--- config.mk ---
export PLATFORM = sky130hd
export DESIGN_NAME = trimmed_mean_feedback_angle
export DESIGN_NICKNAME = d
export VERILOG_FILES = /design/src/rtl/tmfa_pkg.sv /design/src/rtl/trimmed_mean_feedback_angle.sv /design/src/rtl/tmfa_cell.sv /design/src/rtl/tmfa_div.sv
export SDC_FILE = /design/constraint.sdc
export NUM_CORES = 1
export LEC_CHECK = 0
export ABC_AREA = 0
export CAP_MARGIN = 20
export CORE_MARGIN = 4
export CORE_UTILIZATION = 30
export DETAILED_ROUTE_END_ITERATION = 8
export DONT_BUFFER_PORTS = 1
export SETUP_SLACK_MARGIN = 0.2
export SYNTH_ARGS = -nofsm -noshare
export SYNTH_HDL_FRONTEND = slang
export SYNTH_SLANG_ARGS = --single-unit
--- constraint.sdc ---
create_clock -name clk -period 9.6 [get_ports clk]
set_input_delay 1.92 -clock clk [delete_from_list [all_inputs] [get_ports clk]]
set_output_delay 1.92 -clock clk [all_outputs]
set_load 0.005 [all_outputs]
--- src/rtl/tmfa_pkg.sv ---
// Package for the trimmed mean feedback angle block.
// Holds the fixed field widths, register indices and the structs passed between modules.
// It depends on nothing else.
`default_nettype none

package tmfa_pkg;

    localparam int SAMPLE_W  = 10;
    localparam int ANGLE8_W  = 8;
    localparam int FILT_W    = 14;
    localparam int ANGLE_W   = 16;
    localparam int CFG_IDX_W = 2;
    localparam int CFG_DAT_W = 10;

    localparam int DVD_W      = 20;
    localparam int DVS_W      = 10;
    localparam int DIV_CNT_W  = $clog2(DVD_W);

    localparam logic [CFG_IDX_W-1:0] CFG_LOW_END     = 2'd0;
    localparam logic [CFG_IDX_W-1:0] CFG_HIGH_END    = 2'd1;
    localparam logic [CFG_IDX_W-1:0] CFG_START_ANGLE = 2'd2;
    localparam logic [CFG_IDX_W-1:0] CFG_END_ANGLE   = 2'd3;

    typedef struct packed {
        logic insert;
        logic drain;
    } cell_ctrl_t;

    typedef struct packed {
        logic busy;
        logic done;
    } div_stat_t;

endpackage

`default_nettype wire

--- src/rtl/trimmed_mean_feedback_angle.sv ---
// Trimmed mean of a set of NUM_SAMPLES readings, mapped onto a calibrated angle range.
// Samples are accepted one per cycle while the block is collecting. After the last transfer of a set
// the sorting chain is drained, three single steps filter, multiply and start the divider, the serial
// divider runs and the result goes into the result register; when the calibrated range is empty the
// divider is skipped. Samples are refused until then, and while a result waits.
// Reset clears the chain, the counters and the result valid flag and loads the default calibration.
`default_nettype none

module trimmed_mean_feedback_angle
#(
    parameter int NUM_SAMPLES = 12,
    parameter int DISCARD     = 2
)
(
    input  wire logic                              clk,
    input  wire logic                              rst_n,
    input  wire logic                              wr_en,
    input  wire logic [tmfa_pkg::CFG_IDX_W-1:0]    wr_index,
    input  wire logic [tmfa_pkg::CFG_DAT_W-1:0]    wr_data,
    input  wire logic                              in_valid,
    output      logic                              in_ready,
    input  wire logic [tmfa_pkg::SAMPLE_W-1:0]     sample,
    output      logic                              out_valid,
    input  wire logic                              out_ready,
    output      logic [tmfa_pkg::FILT_W-1:0]       filtered_value,
    output      logic signed [tmfa_pkg::ANGLE_W-1:0] angle,
    output      logic                              range_error,
    output      logic                              angle_saturated
);

    localparam int CNT_W    = (NUM_SAMPLES > 1) ? $clog2(NUM_SAMPLES) : 1;
    localparam int SUM_W    = tmfa_pkg::SAMPLE_W + $clog2(NUM_SAMPLES + 1);
    localparam int KEPT     = NUM_SAMPLES - 2 * DISCARD;
    localparam int KEPT_DIV = (KEPT > 0) ? KEPT : 1;
    localparam int KEEP_LO  = DISCARD;
    localparam int KEEP_HI  = NUM_SAMPLES - DISCARD;
    localparam int SW       = tmfa_pkg::SAMPLE_W;
    localparam int WIDE_W   = 21;

    // The division by the kept count is a multiplication by its rounded-up reciprocal.
    localparam int     X_W    = SUM_W + 4;
    localparam int     REC_L  = $clog2(KEPT_DIV);
    localparam int     REC_SH = X_W + REC_L;
    localparam int     REC_W  = X_W + 1;
    localparam int     PROD_W = X_W + REC_W;
    localparam longint REC_M  =
        ((longint'(1) << REC_SH) + longint'(KEPT_DIV) - 1) / longint'(KEPT_DIV);

    localparam logic [CNT_W-1:0] LAST_IDX = CNT_W'(NUM_SAMPLES - 1);

    localparam logic [2:0] S_COLLECT = 3'd0;
    localparam logic [2:0] S_DRAIN   = 3'd1;
    localparam logic [2:0] S_FILT    = 3'd2;
    localparam logic [2:0] S_MUL     = 3'd3;
    localparam logic [2:0] S_AGO     = 3'd4;
    localparam logic [2:0] S_AWAIT   = 3'd5;
    localparam logic [2:0] S_OUT     = 3'd6;

    logic [2:0]                        state_reg;
    logic [2:0]                        state_next;
    logic [CNT_W-1:0]                  cnt_reg;
    logic [CNT_W-1:0]                  cnt_next;
    logic [SUM_W-1:0]                  sum_reg;
    logic [SUM_W-1:0]                  sum_next;

    logic [SW-1:0]                     low_end_reg;
    logic [SW-1:0]                     high_end_reg;
    logic [tmfa_pkg::ANGLE8_W-1:0]     start_angle_reg;
    logic [tmfa_pkg::ANGLE8_W-1:0]     end_angle_reg;

    logic [tmfa_pkg::FILT_W-1:0]       filt_reg;
    logic [tmfa_pkg::FILT_W-1:0]       filt_next;
    logic signed [19:0]                prod_reg;
    logic signed [19:0]                prod_next;
    logic signed [SW:0]                den_reg;
    logic signed [SW:0]                den_next;
    logic                              rerr_reg;
    logic                              rerr_next;
    logic signed [WIDE_W-1:0]          ang_reg;
    logic signed [WIDE_W-1:0]          ang_next;

    logic                              out_valid_reg;
    logic [tmfa_pkg::FILT_W-1:0]       filtered_value_reg;
    logic signed [tmfa_pkg::ANGLE_W-1:0] angle_reg;
    logic                              range_error_reg;
    logic                              angle_saturated_reg;

    tmfa_pkg::cell_ctrl_t              cell_ctrl;
    logic [SW-1:0]                     cell_val  [NUM_SAMPLES];
    logic [NUM_SAMPLES-1:0]            cell_full;
    logic [NUM_SAMPLES-1:0]            cell_gt;

    logic                              div_start;
    logic [tmfa_pkg::DVD_W-1:0]        div_dividend;
    logic [tmfa_pkg::DVS_W-1:0]        div_divisor;
    tmfa_pkg::div_stat_t               div_stat;
    logic [tmfa_pkg::DVD_W-1:0]        div_quo;

    logic                              in_xfer;
    logic                              out_free;
    logic                              keep_now;
    logic [PROD_W-1:0]                 rec_prod;
    logic [9:0]                        mean;
    logic signed [SW:0]                diff_w;
    logic signed [8:0]                 span_w;
    logic                              neg_w;
    logic signed [WIDE_W-1:0]          quo_signed;
    logic                              sat_hi;
    logic                              sat_lo;

    // Sorting chain: cell 0 holds the smallest sample.
    genvar gi;
    generate
        for (gi = 0; gi < NUM_SAMPLES; gi++)
        begin : g_cell
            logic          l_gt;
            logic [SW-1:0] l_val;
            logic          l_full;
            logic [SW-1:0] r_val;
            logic          r_full;
            if (gi == 0)
            begin : g_first
                assign l_gt   = 1'b0;
                assign l_val  = '0;
                assign l_full = 1'b0;
            end
            else
            begin : g_inner_l
                assign l_gt   = cell_gt[gi-1];
                assign l_val  = cell_val[gi-1];
                assign l_full = cell_full[gi-1];
            end
            if (gi == NUM_SAMPLES - 1)
            begin : g_last
                assign r_val  = '0;
                assign r_full = 1'b0;
            end
            else
            begin : g_inner_r
                assign r_val  = cell_val[gi+1];
                assign r_full = cell_full[gi+1];
            end
            tmfa_cell u_cell
            (
                .clk        (clk),
                .rst_n      (rst_n),
                .ctrl       (cell_ctrl),
                .sample_in  (sample),
                .left_gt    (l_gt),
                .left_val   (l_val),
                .left_full  (l_full),
                .right_val  (r_val),
                .right_full (r_full),
                .val        (cell_val[gi]),
                .full       (cell_full[gi]),
                .gt         (cell_gt[gi])
            );
        end
    endgenerate

    tmfa_div u_div
    (
        .clk      (clk),
        .rst_n    (rst_n),
        .start    (div_start),
        .dividend (div_dividend),
        .divisor  (div_divisor),
        .stat     (div_stat),
        .quotient (div_quo)
    );

    assign in_ready  = (state_reg == S_COLLECT);
    assign in_xfer   = in_valid && in_ready;
    assign out_free  = !out_valid_reg || out_ready;

    assign cell_ctrl.insert = in_xfer;
    assign cell_ctrl.drain  = (state_reg == S_DRAIN);

    assign keep_now = (32'(cnt_reg) >= 32'(KEEP_LO)) && (32'(cnt_reg) < 32'(KEEP_HI));

    assign rec_prod = PROD_W'({sum_reg, 4'b0000}) * PROD_W'(REC_M);

    assign mean   = filt_reg[13:4];
    assign diff_w = $signed({1'b0, mean}) - $signed({1'b0, low_end_reg});
    assign span_w = $signed({1'b0, end_angle_reg}) - $signed({1'b0, start_angle_reg});
    assign neg_w  = prod_reg[19] ^ den_reg[SW];

    assign div_start = (state_reg == S_AGO);

    assign div_dividend = prod_reg[19] ? 20'(-prod_reg) : 20'(prod_reg);
    assign div_divisor  = den_reg[SW] ? tmfa_pkg::DVS_W'(-den_reg)
                                      : tmfa_pkg::DVS_W'(den_reg);

    assign quo_signed = neg_w ? -$signed({1'b0, div_quo}) : $signed({1'b0, div_quo});

    always_comb
    begin
        state_next = state_reg;
        cnt_next   = cnt_reg;
        sum_next   = sum_reg;
        filt_next  = filt_reg;
        prod_next  = prod_reg;
        den_next   = den_reg;
        rerr_next  = rerr_reg;
        ang_next   = ang_reg;
        case (state_reg)
            S_COLLECT:
            begin
                if (in_xfer)
                begin
                    if (cnt_reg == LAST_IDX)
                    begin
                        cnt_next   = '0;
                        sum_next   = '0;
                        state_next = S_DRAIN;
                    end
                    else
                    begin
                        cnt_next = cnt_reg + 1'b1;
                    end
                end
            end
            S_DRAIN:
            begin
                if (keep_now)
                begin
                    sum_next = sum_reg + SUM_W'(cell_val[0]);
                end
                if (cnt_reg == LAST_IDX)
                begin
                    cnt_next = '0;
                    if (KEPT > 0)
                    begin
                        state_next = S_FILT;
                    end
                    else
                    begin
                        filt_next  = '0;
                        state_next = S_MUL;
                    end
                end
                else
                begin
                    cnt_next = cnt_reg + 1'b1;
                end
            end
            S_FILT:
            begin
                filt_next  = rec_prod[REC_SH +: tmfa_pkg::FILT_W];
                state_next = S_MUL;
            end
            S_MUL:
            begin
                prod_next = 20'(diff_w) * 20'(span_w);
                den_next  = $signed({1'b0, high_end_reg}) - $signed({1'b0, low_end_reg});
                if (low_end_reg == high_end_reg)
                begin
                    rerr_next  = 1'b1;
                    ang_next   = '0;
                    state_next = S_OUT;
                end
                else
                begin
                    rerr_next  = 1'b0;
                    state_next = S_AGO;
                end
            end
            S_AGO:
            begin
                state_next = S_AWAIT;
            end
            S_AWAIT:
            begin
                if (div_stat.done)
                begin
                    ang_next   = quo_signed + $signed({13'b0, start_angle_reg});
                    state_next = S_OUT;
                end
            end
            S_OUT:
            begin
                if (out_free)
                begin
                    state_next = S_COLLECT;
                end
            end
            default:
            begin
                state_next = S_COLLECT;
            end
        endcase
    end

    assign sat_hi = ang_reg > 21'sd32767;
    assign sat_lo = ang_reg < -21'sd32768;

    always_ff @(posedge clk or negedge rst_n)
    begin
        if (!rst_n)
        begin
            state_reg       <= S_COLLECT;
            cnt_reg         <= '0;
            out_valid_reg   <= 1'b0;
            low_end_reg     <= '0;
            high_end_reg    <= 10'd1023;
            start_angle_reg <= '0;
            end_angle_reg   <= 8'd180;
        end
        else
        begin
            state_reg <= state_next;
            cnt_reg   <= cnt_next;
            if (state_reg == S_OUT && out_free)
            begin
                out_valid_reg <= 1'b1;
            end
            else if (out_ready)
            begin
                out_valid_reg <= 1'b0;
            end
            if (wr_en)
            begin
                case (wr_index)
                    tmfa_pkg::CFG_LOW_END:     low_end_reg     <= wr_data;
                    tmfa_pkg::CFG_HIGH_END:    high_end_reg    <= wr_data;
                    tmfa_pkg::CFG_START_ANGLE: start_angle_reg <= wr_data[7:0];
                    tmfa_pkg::CFG_END_ANGLE:   end_angle_reg   <= wr_data[7:0];
                    default:
                    begin
                    end
                endcase
            end
        end
    end

    always_ff @(posedge clk)
    begin
        sum_reg  <= sum_next;
        filt_reg <= filt_next;
        prod_reg <= prod_next;
        den_reg  <= den_next;
        rerr_reg <= rerr_next;
        ang_reg  <= ang_next;
        if (state_reg == S_OUT && out_free)
        begin
            filtered_value_reg  <= filt_reg;
            range_error_reg     <= rerr_reg;
            angle_saturated_reg <= sat_hi || sat_lo;
            if (sat_hi)
            begin
                angle_reg <= 16'sh7FFF;
            end
            else if (sat_lo)
            begin
                angle_reg <= -16'sh8000;
            end
            else
            begin
                angle_reg <= ang_reg[tmfa_pkg::ANGLE_W-1:0];
            end
        end
    end

    assign out_valid       = out_valid_reg;
    assign filtered_value  = filtered_value_reg;
    assign angle           = angle_reg;
    assign range_error     = range_error_reg;
    assign angle_saturated = angle_saturated_reg;

`ifndef SYNTH
    // While collecting, the chain holds exactly as many samples as have been counted.
    a_chain_count: assert property (@(posedge clk) disable iff (!rst_n)
        (state_reg == S_COLLECT) |-> ($countones(cell_full) == 32'(cnt_reg)))
        else $error("sorting chain occupancy disagrees with the sample count");

    // The last transfer of a set starts the drain.
    a_set_drain: assert property (@(posedge clk) disable iff (!rst_n)
        (in_xfer && cnt_reg == LAST_IDX) |=> (state_reg == S_DRAIN))
        else $error("completed set did not start draining");

    // The divider is only started when it is idle.
    a_div_idle: assert property (@(posedge clk) disable iff (!rst_n)
        div_start |-> !div_stat.busy)
        else $error("divider started while busy");

    // A new result only appears after the output stage.
    a_out_src: assert property (@(posedge clk) disable iff (!rst_n)
        $rose(out_valid_reg) |-> $past(state_reg == S_OUT))
        else $error("result appeared outside the output stage");

    // An empty calibrated range never reports a clipped angle.
    a_flags: assert property (@(posedge clk) disable iff (!rst_n)
        out_valid_reg |-> !(range_error_reg && angle_saturated_reg))
        else $error("range error and saturation reported together");
`endif

endmodule

`default_nettype wire

--- src/rtl/tmfa_cell.sv ---
// One cell of the sorting chain: holds one sample and an occupied flag.
// Uses tmfa_pkg for the sample width and the control struct.
`default_nettype none

module tmfa_cell
(
    input  wire logic                             clk,
    input  wire logic                             rst_n,
    input  wire tmfa_pkg::cell_ctrl_t             ctrl,
    input  wire logic [tmfa_pkg::SAMPLE_W-1:0]    sample_in,
    input  wire logic                             left_gt,
    input  wire logic [tmfa_pkg::SAMPLE_W-1:0]    left_val,
    input  wire logic                             left_full,
    input  wire logic [tmfa_pkg::SAMPLE_W-1:0]    right_val,
    input  wire logic                             right_full,
    output      logic [tmfa_pkg::SAMPLE_W-1:0]    val,
    output      logic                             full,
    output      logic                             gt
);

    logic [tmfa_pkg::SAMPLE_W-1:0] val_reg;
    logic [tmfa_pkg::SAMPLE_W-1:0] val_next;
    logic                          full_reg;
    logic                          full_next;

    // The new sample belongs at or before this cell when the cell is empty or holds more.
    assign gt = !full_reg || (sample_in < val_reg);

    always_comb
    begin
        val_next  = val_reg;
        full_next = full_reg;
        if (ctrl.drain)
        begin
            val_next  = right_val;
            full_next = right_full;
        end
        else if (ctrl.insert && gt)
        begin
            if (left_gt)
            begin
                val_next  = left_val;
                full_next = left_full;
            end
            else
            begin
                val_next  = sample_in;
                full_next = 1'b1;
            end
        end
    end

    always_ff @(posedge clk or negedge rst_n)
    begin
        if (!rst_n)
        begin
            full_reg <= 1'b0;
        end
        else
        begin
            full_reg <= full_next;
        end
    end

    always_ff @(posedge clk)
    begin
        val_reg <= val_next;
    end

    assign val  = val_reg;
    assign full = full_reg;

endmodule

`default_nettype wire

--- src/rtl/tmfa_div.sv ---
// Serial restoring divider, one quotient bit per cycle.
// Uses tmfa_pkg for the operand widths and the status struct.
`default_nettype none

module tmfa_div
(
    input  wire logic                          clk,
    input  wire logic                          rst_n,
    input  wire logic                          start,
    input  wire logic [tmfa_pkg::DVD_W-1:0]    dividend,
    input  wire logic [tmfa_pkg::DVS_W-1:0]    divisor,
    output      tmfa_pkg::div_stat_t           stat,
    output      logic [tmfa_pkg::DVD_W-1:0]    quotient
);

    localparam logic [tmfa_pkg::DIV_CNT_W-1:0] LAST_STEP =
        tmfa_pkg::DIV_CNT_W'(tmfa_pkg::DVD_W - 1);

    logic                              busy_reg;
    logic                              done_reg;
    logic [tmfa_pkg::DIV_CNT_W-1:0]    cnt_reg;
    logic [tmfa_pkg::DVD_W-1:0]        quo_reg;
    logic [tmfa_pkg::DVD_W-1:0]        quo_next;
    logic [tmfa_pkg::DVS_W-1:0]        rem_reg;
    logic [tmfa_pkg::DVS_W-1:0]        rem_next;
    logic [tmfa_pkg::DVS_W-1:0]        dvs_reg;
    logic [tmfa_pkg::DVS_W:0]          trial;
    logic [tmfa_pkg::DVS_W:0]          diff;

    always_comb
    begin
        trial = {rem_reg, quo_reg[tmfa_pkg::DVD_W-1]};
        diff  = trial - {1'b0, dvs_reg};
        if (trial >= {1'b0, dvs_reg})
        begin
            rem_next = diff[tmfa_pkg::DVS_W-1:0];
            quo_next = {quo_reg[tmfa_pkg::DVD_W-2:0], 1'b1};
        end
        else
        begin
            rem_next = trial[tmfa_pkg::DVS_W-1:0];
            quo_next = {quo_reg[tmfa_pkg::DVD_W-2:0], 1'b0};
        end
    end

    always_ff @(posedge clk or negedge rst_n)
    begin
        if (!rst_n)
        begin
            busy_reg <= 1'b0;
            done_reg <= 1'b0;
            cnt_reg  <= '0;
        end
        else
        begin
            done_reg <= 1'b0;
            if (start)
            begin
                busy_reg <= 1'b1;
                cnt_reg  <= '0;
            end
            else if (busy_reg)
            begin
                cnt_reg <= cnt_reg + 1'b1;
                if (cnt_reg == LAST_STEP)
                begin
                    busy_reg <= 1'b0;
                    done_reg <= 1'b1;
                end
            end
        end
    end

    always_ff @(posedge clk)
    begin
        if (start)
        begin
            quo_reg <= dividend;
            rem_reg <= '0;
            dvs_reg <= divisor;
        end
        else if (busy_reg)
        begin
            quo_reg <= quo_next;
            rem_reg <= rem_next;
        end
    end

    assign stat.busy = busy_reg;
    assign stat.done = done_reg;
    assign quotient  = quo_reg;

endmodule

`default_nettype wire
### Word level (Yosys, flattened, before mapping)

Cells that the tools add are included.

* flip-flop bits (word level): 334
* bits of input ports: 27
* output and inout bits: 34

* $add $sub $neg: 11
* $mul: 1
* order comparisons: 17
* equality and inequality tests: 19
* multiplexer cells: 104
* bitwise gates (word level): 1
* reduce and logical (&&, ||, !) cells: 68

Operator list (number)
* $mux 10: 35
* $lt 10x10->1: 12
* $mux 21: 3
* $mux 20: 3
* $mux 1: 45
* $mux 14: 3
* $pmux 21 s2: 1
* $reduce_bool 2->1: 16
* $pmux 14 s2: 1
* $sub 10x10->11: 2
* $add 21x9->21: 1
* $gt 21x16->1 const B: 1
* $lt 21x16->1 const B: 1
* $neg 20->21: 1
* $pmux 3 s7: 1
* $mul 11x9->20: 1
* $neg 20->20: 1
* $mux 16: 1
* $logic_and 1x1->1: 15
* $mux 3: 5
* $add 14x10->14: 1
* $logic_or 1x1->1: 14
* $logic_not 1->1: 13
* $ge 11x10->1: 1
* other kinds (28): 43

### Depth between registers and ports, before layout

Gate-level depths: netlist of run 1.

* depth after elaboration: 5
* mapped depth: 29
* mapped depth without buffers: 28

### Cells and area by module

From an unflattened synthesis of run 1, not the netlist that was laid out.

* cells, all modules: 2423
* area, all modules: 24614.9 um^2

By module, submodules not included
* trimmed_mean_feedback_angle: instances 1, cells an instance 1239, area each 12525.8 um^2
* tmfa_cell: instances 12, cells an instance 82, area each 805.8 um^2
* tmfa_div: instances 1, cells an instance 200, area each 2419.8 um^2

### Worst setup path after synthesis of run 1

No wires, ideal clock.

* path type: reg2reg
* start: register filt_reg[4] in the netlist's numbering
* end: register prod_reg[18] (data pin)
* library setup time: 258 ps
* data arrival time: 6626 ps
* data required time: 9342 ps
* path slack: 2717 ps
* cell stages (with the launch flop): 27
* buffers on the path: 0
* clock period less this slack: 6883 ps
* cell sequence: edfxtp_1 inv_1 ha_1 inv_1 fa_1 a21o_1 a21oi_1 o21ai_0 a21oi_1 o21ai_0 nand3_1 nand2_1 or2_2 fa_1 inv_1 fa_1 fa_1 fa_1 ha_1 ha_1 or2_2 o31a_1 a31o_2 o41ai_1 o21bai_1 a21oi_1 xnor2_1

* word-level cells in the longest chain between the ends: 2

RTL lines
* from (decl): RTL line trimmed_mean_feedback_angle.sv:71 `logic [tmfa_pkg::FILT_W-1:0] filt_reg;`
* from (signal assigned): RTL line trimmed_mean_feedback_angle.sv:339 `filt_reg <= filt_next;`
* $sub 10x10->11: RTL line trimmed_mean_feedback_angle.sv:184 `assign diff_w = $signed({1'b0, mean}) - $signed({1'b0, low_end_reg});`
* $mul 11x9->20: RTL line trimmed_mean_feedback_angle.sv:254 `prod_next = 20'(diff_w) * 20'(span_w);`
* to (signal assigned): RTL line trimmed_mean_feedback_angle.sv:340 `prod_reg <= prod_next;`
* to (decl): RTL line trimmed_mean_feedback_angle.sv:73 `logic signed [19:0] prod_reg;`

Every way passes these cells.
A chain may end at the register's enable or synchronous reset.

### Final worst setup path of run 1

* start: register filt_reg[4] in the netlist's numbering
* end: register prod_reg[19] (data pin)

The elaborated chain is that of the path after synthesis.

==> metrics.yaml, run 1 <==
floorplan:
  dieArea_um2: 84500
  die_h_um: 291
  start_util_pct: 30.3
  coreArea_um2: 79100
  io_pins: 61
  die_w_um: 291
  rows: 103
clock_network:
  path_clk_slew_ns: 0.06
  cts_buffers: 41
  cts_tree: "built"
  htree_levels: 2
  postCtsSetupBuffers: 0
  cts.sinks: 333
  ctsHoldBuffers: 0
  ctsResizeCount: 0
  root_buffer: "clkbuf_16"
  clk_path_buf_depth: 3
  clk_latency_ns: 0.58
timing:
  min_period_ns: 7.64
  fin_crit_sh_pct: 79.6
  slew_viol_final: 0
  hold_slack_ns: 0.425
  relSlewSlack_pct: 30.1
  setup_tns_ns: 0
  worst_pin_slew_ns: 1.05
  fin_skew_ns: 0.0385
  hold_viol: 0
  finalSetupViolCount: 0
  max_clock_freq_ghz: 0.131
  grt_setup_unrepaired: "no"
synthesis:
  synth-seq-cells: 333
  syn-cell-area_um2: 24000
  netlist_top_cells_count: "266 x nand2_1, 265 x inv_1, 250 x edfxtp_1"
  synthCells: 2477
  syn_nets: 2807
  ys_seq_area_share_pct: 39.6
  ys_top_cells_by_area: "edfxtp_1 31%, ha_1 11%, fa_1 7.6%, dfrtp_1 5.1%, o21ai_0 4.7%"
  syn_area_per_cell_um2: 9.68
  synth_top_area_share_pct: 31.3
  synth_edf_count: 250
  yosysWarnings: 0
  synth.most_common_cell: "nand2_1"
  ys_async_sr_fraction_pct: 18.9
  synth.largest_area_cell: "edfxtp_1"
  synth_ff_type: "edfxtp_1"
  ys_types: 74
placed_design:
  gp_congestion: 0.828
  place_hpwl_um: 41100
  dp.cells: 3438
  io_buffers: 0
finish:
  nFillCells: 8082
  utilization_pct: 33.5
  layout.cells.non_filler: 3521
  area_delta_synth_final_pct: 10.6
  multi_input_area_um2: 13100
  register_area_um2: 9500
  largest_reg_flops: 120
  fin_nets: 2764
  drive_above_1_share_pct: 6.81
global_route:
  grt.total_usage_pct: 12.9
  grt_overflow: 0
  first_global_vias: 16400
  grt_pass1_wl_um: 90200
  antenna_found_initial: 4
  grt_max_degree: 119
drt:
  drt_first_iter_violations: 1134
  routedWlPerCell_um: 15.8
  routed_via_density: 4.83
  ant_nets: 0
  dr_total_vias: 17000
  drc: 0
  dr.pass1.iters: 5
  wirelength_um: 55500
critical_path:
  cp-start-kind: "flop"
  cp_max_fo: 9
  rr_endpoint: "prod_reg[19]"
  rr_startpoint: "filt_reg[4]"
  r2r_cells: 27
  worstPathRequired_ns: 9.93
  crit_type: "reg -> reg"
  end_kind: "flop"
  arrival_ns: 7.96
  rrSetupSlack_ns: 1.96
hold_path:
  hp-start: "filt_reg[1]"
  hold_class: "reg -> reg"
  min_path_cells: 0
  min_to: "filtered_value[1]"
run:
  max_cap_viol_count: 0
status:
  status: "finished clean"
-- routing by layer --
layer  GRT usage, %  vias up  share of wire [%]
met5              0        -                  0
met4           3.19        0                2.1
met3           2.80       72                5.8
met2           20.4      320                 44
met1           18.2     8074                 48
li1               -     8526                  -
-- worst max path at each step --
stage | from | cells after the start | end | slack (ns)
after floorplan | filt_reg[4] | 26 | prod_reg[18] | 2.72
after global placement | filt_reg[4] | 27 | prod_reg[19] | 2.09
after detailed placement | filt_reg[4] | 27 | prod_reg[19] | 2.05
after CTS | filt_reg[4] | 27 | prod_reg[19] | 2.08
after global routing | filt_reg[4] | 27 | prod_reg[19] | 1.36
final | filt_reg[4] | 27 | prod_reg[19] | 1.96
-- cells in the final DEF, fill, tap and decap left out, types with 47 or more instances in the layout --
cell and instances:
nand2b_1 47, nor2_1 167, a21o_1 64, inv_1 265
ha_1 212, fa_1 91, edfxtp_1 250, a21oi_1 152
mux2i_1 64, dfrtp_1 49, xnor2_1 74, nand2_1 266
o21ai_0 220
-- through the flow --
step / setup WS, ns / area, um^2
6_report: 1.96 / 26500
2_1_floorplan: 2.72 / 24000
5_1_grt: 1.36 / 26500
3_5_place_dp: 2.05 / 25100
3_3_place_gp: 2.09 / 25100
4_1_cts: 2.08 / 26500
-- layout make-up --
type,instances,area share (%)
multi-input combinational,1764,49.3
sequential,333,35.8
tap,1050,4.95
clock buffer,55,4.29
inverter,266,3.76
clock inverter,21,1.01
timing repair buffer,28,0.806
antenna,4,0.0377
-- critical path: stages, from the launching register on --
cell      delay [ns]
edfxtp_1        0.39
inv_1           0.08
ha_1            0.15
inv_1           0.06
fa_1            0.43
a21o_1          0.20
a21oi_1         0.28
o21ai_0         0.12
a21oi_1         0.31
o21ai_0         0.22
xor2_1          0.66
nand2b_1        0.15
fa_1            0.50
inv_1           0.05
fa_1            0.52
fa_1            0.44
fa_1            0.54
inv_1           0.05
fa_1            0.50
inv_1           0.04
ha_1            0.31
a21oi_1         0.10
nand2b_1        0.19
a211oi_1        0.34
nor3_1          0.13
o41ai_1         0.36
a21oi_1         0.14
xnor2_1         0.13
-- logic make-up after synthesis --
kind of cell | count (synthesis) | share of synthesized area (%)
multiplexers | 91 | 3.94
flip-flops | 333 | 39.6
AO/OA/AOI/OAI | 584 | 14.5
AND/OR/NAND/NOR | 665 | 12.8
XOR/XNOR | 120 | 4.49
other | 1 | 0.0156
adder cells (fa/ha/maj) | 303 | 18.7
buffers and inverters | 380 | 5.97
Power of run 1 is left out: the tool's default activity adds up to more than one toggle a clock period on the data nets, which glitch-free logic cannot reach.
==> run 2, diff against run 1 <==
==> constraint.sdc (replaced) <==
create_clock -name clk -period 7.9 [get_ports clk]
set_input_delay 1.58 -clock clk [delete_from_list [all_inputs] [get_ports clk]]
set_output_delay 1.58 -clock clk [all_outputs]
set_load 0.005 [all_outputs]
==> metrics.yaml, run 2 (synthesis gave the netlist of run 1 again) <==
global_route:
  grt_max_degree: 120  # +0.84%
  grt_overflow: 0  # unchanged
  grt_pass1_wl_um: 89000  # -1.4%
  grt.total_usage_pct: 12.8  # -0.16 points
  antenna_found_initial: 4  # unchanged
  first_global_vias: 16500  # +0.94%
floorplan:
  die_h_um: 291  # unchanged
  start_util_pct: 30.3  # unchanged
  io_pins: 61  # unchanged
  die_w_um: 291  # unchanged
  dieArea_um2: 84500  # unchanged
  rows: 103  # unchanged
  coreArea_um2: 79100  # unchanged
drt:
  ant_nets: 0  # unchanged
  routed_via_density: 4.80  # -0.53%
  dr_total_vias: 16900  # -0.56%
  wirelength_um: 54700  # -1.4%
  dr.pass1.iters: 5  # unchanged
  routedWlPerCell_um: 15.6  # -1.3%
  drc: 0  # unchanged
  drt_first_iter_violations: 1247  # +10%
hold_path:
  hp-start: "filt_reg[1]"
  hold_class: "reg -> reg"
critical_path:
  cp_max_fo: 10  # +1
  rr_startpoint: "filt_reg[4]"
  crit_start: "filt_reg[4]"
  arrival_ns: 7.54  # -0.42 ns
  crit_type: "reg -> reg"
  cp-start-kind: "flop"
  worstPathRequired_ns: 8.21  # -1.72 ns
  end_kind: "flop"
clock_network:
  clk_path_buf_depth: 3  # unchanged
  cts_tree: "built"
  path_clk_slew_ns: 0.06  # about the same
  clk_latency_ns: 0.56  # -0.02 ns
  cts_buffers: 40  # -2.4%
  ctsHoldBuffers: 0  # unchanged
  htree_levels: 2  # unchanged
  postCtsSetupBuffers: 0  # unchanged
  cts.sinks: 333  # unchanged
  ctsResizeCount: 0  # unchanged
  root_buffer: "clkbuf_16"
timing:
  slew_viol_final: 0  # unchanged
  fin_skew_ns: 0.0373  # -0.00116 ns
  grt_setup_unrepaired: "no"
  worst_pin_slew_ns: 1.05  # +0.00587 ns
  min_period_ns: 7.23  # -0.404 ns
  fin_crit_sh_pct: 91.6  # +12 points
  setup_tns_ns: 0  # unchanged
  max_clock_freq_ghz: 0.138  # +5.6%
  hold_viol: 0  # unchanged
  relSlewSlack_pct: 29.2  # -0.86 points
  finalSetupViolCount: 0  # unchanged
finish:
  utilization_pct: 33.4  # -0.15 points
  area_delta_synth_final_pct: 10.1
  final_common_cell: "nand2_1"
  fin_nets: 2767  # +0.11%
  layout_common_cells: "266 x nand2_1, 265 x inv_1, 250 x edfxtp_1, 220 x o21ai_0, 212 x ha_1"
  drive_above_1_share_pct: 6.48  # -0.33 points
  largest_reg_flops: 120  # unchanged
  nFillCells: 8124  # +0.52%
status:
  status: "finished clean"
placed_design:
  place_hpwl_um: 41000  # -0.17%
  gp_congestion: 0.818  # -1.2%
  io_buffers: 0  # unchanged
run:
  max_cap_viol_count: 0  # unchanged
## run 2: cell types whose count changed in the layout (fill, tap and decap cells not counted), sizes merged
cell and change:
buf +4, bufinv -3, clkbuf +3, clkinv -1
clkinvlp +2, diode -2, inv -4
## run 2: layer usage
layer	global-route usage, %	part of all wire [%]	vias to the layer above	routed length, um
met3	2.70	5.4	73	2950
li1	-	-	8531	-
met1	17.8	48	7978	26000
met2	20.5	45	313	24800
met5	0	0.024	-	13
met4	2.86	1.8	2	959
## run 2: worst paths after layout
path / slack (ns) / to / depth (start not counted)
max: 0.67 / prod_reg[18] / 26
min: 0.42 / filtered_value[1] / 0
max reg2reg: 0.67 / prod_reg[18] / 26
min reg2reg: 0.42 / filtered_value[1] / 0
max in group asynchronous: 6.94 / high_end_reg[6] / 0
min in group asynchronous: 0.72 / start_angle_reg[7] / 0
## run 2: layout make-up
cell class / instances / area (um^2) / share of cell area (%)
antenna: 2 / 5.00 / 0.0190
clock buffer: 58 / 1110 / 4.20
clock inverter: 15 / 141 / 0.535
inverter: 266 / 998 / 3.78
multi-input combinational: 1764 / 13100 / 49.6
sequential: 333 / 9500 / 36.0
tap: 1050 / 1310 / 4.98
timing repair buffer: 32 / 253 / 0.957
## run 2: per-stage QoR
step | cells | setup slack (ns) | hold slack, ns | instance area (um^2)
after floorplan | 2477 | 1.02 | 0.400 | 24000
final | 3520 | 0.666 | 0.419 | 26400
after CTS | 3515 | 0.535 | 0.420 | 26400
after global routing | 3518 | 0.206 | 0.429 | 26400
after detailed placement | 3442 | 0.531 | 0.407 | 25100
after global placement | 3442 | 0.601 | 0.403 | 25100
## run 2: critical path: stages (launching register included)
cell and delay, ns:
edfxtp_1 0.38, inv_1 0.07, ha_1 0.17, inv_1 0.06
fa_1 0.42, a21o_1 0.20, a21oi_1 0.30, o21ai_0 0.13
a21oi_1 0.31, o21ai_0 0.23, nand3_1 0.18, nand2_1 0.20
or2_2 0.38, fa_1 0.54, inv_1 0.05, fa_1 0.51
fa_1 0.44, fa_1 0.49, ha_1 0.31, ha_1 0.33
or2_2 0.32, o31a_1 0.12, a31o_2 0.25, o41ai_2 0.29
o21bai_1 0.10, a21oi_1 0.18, xnor2_1 0.08
Power of run 2 is left out for the same reason.
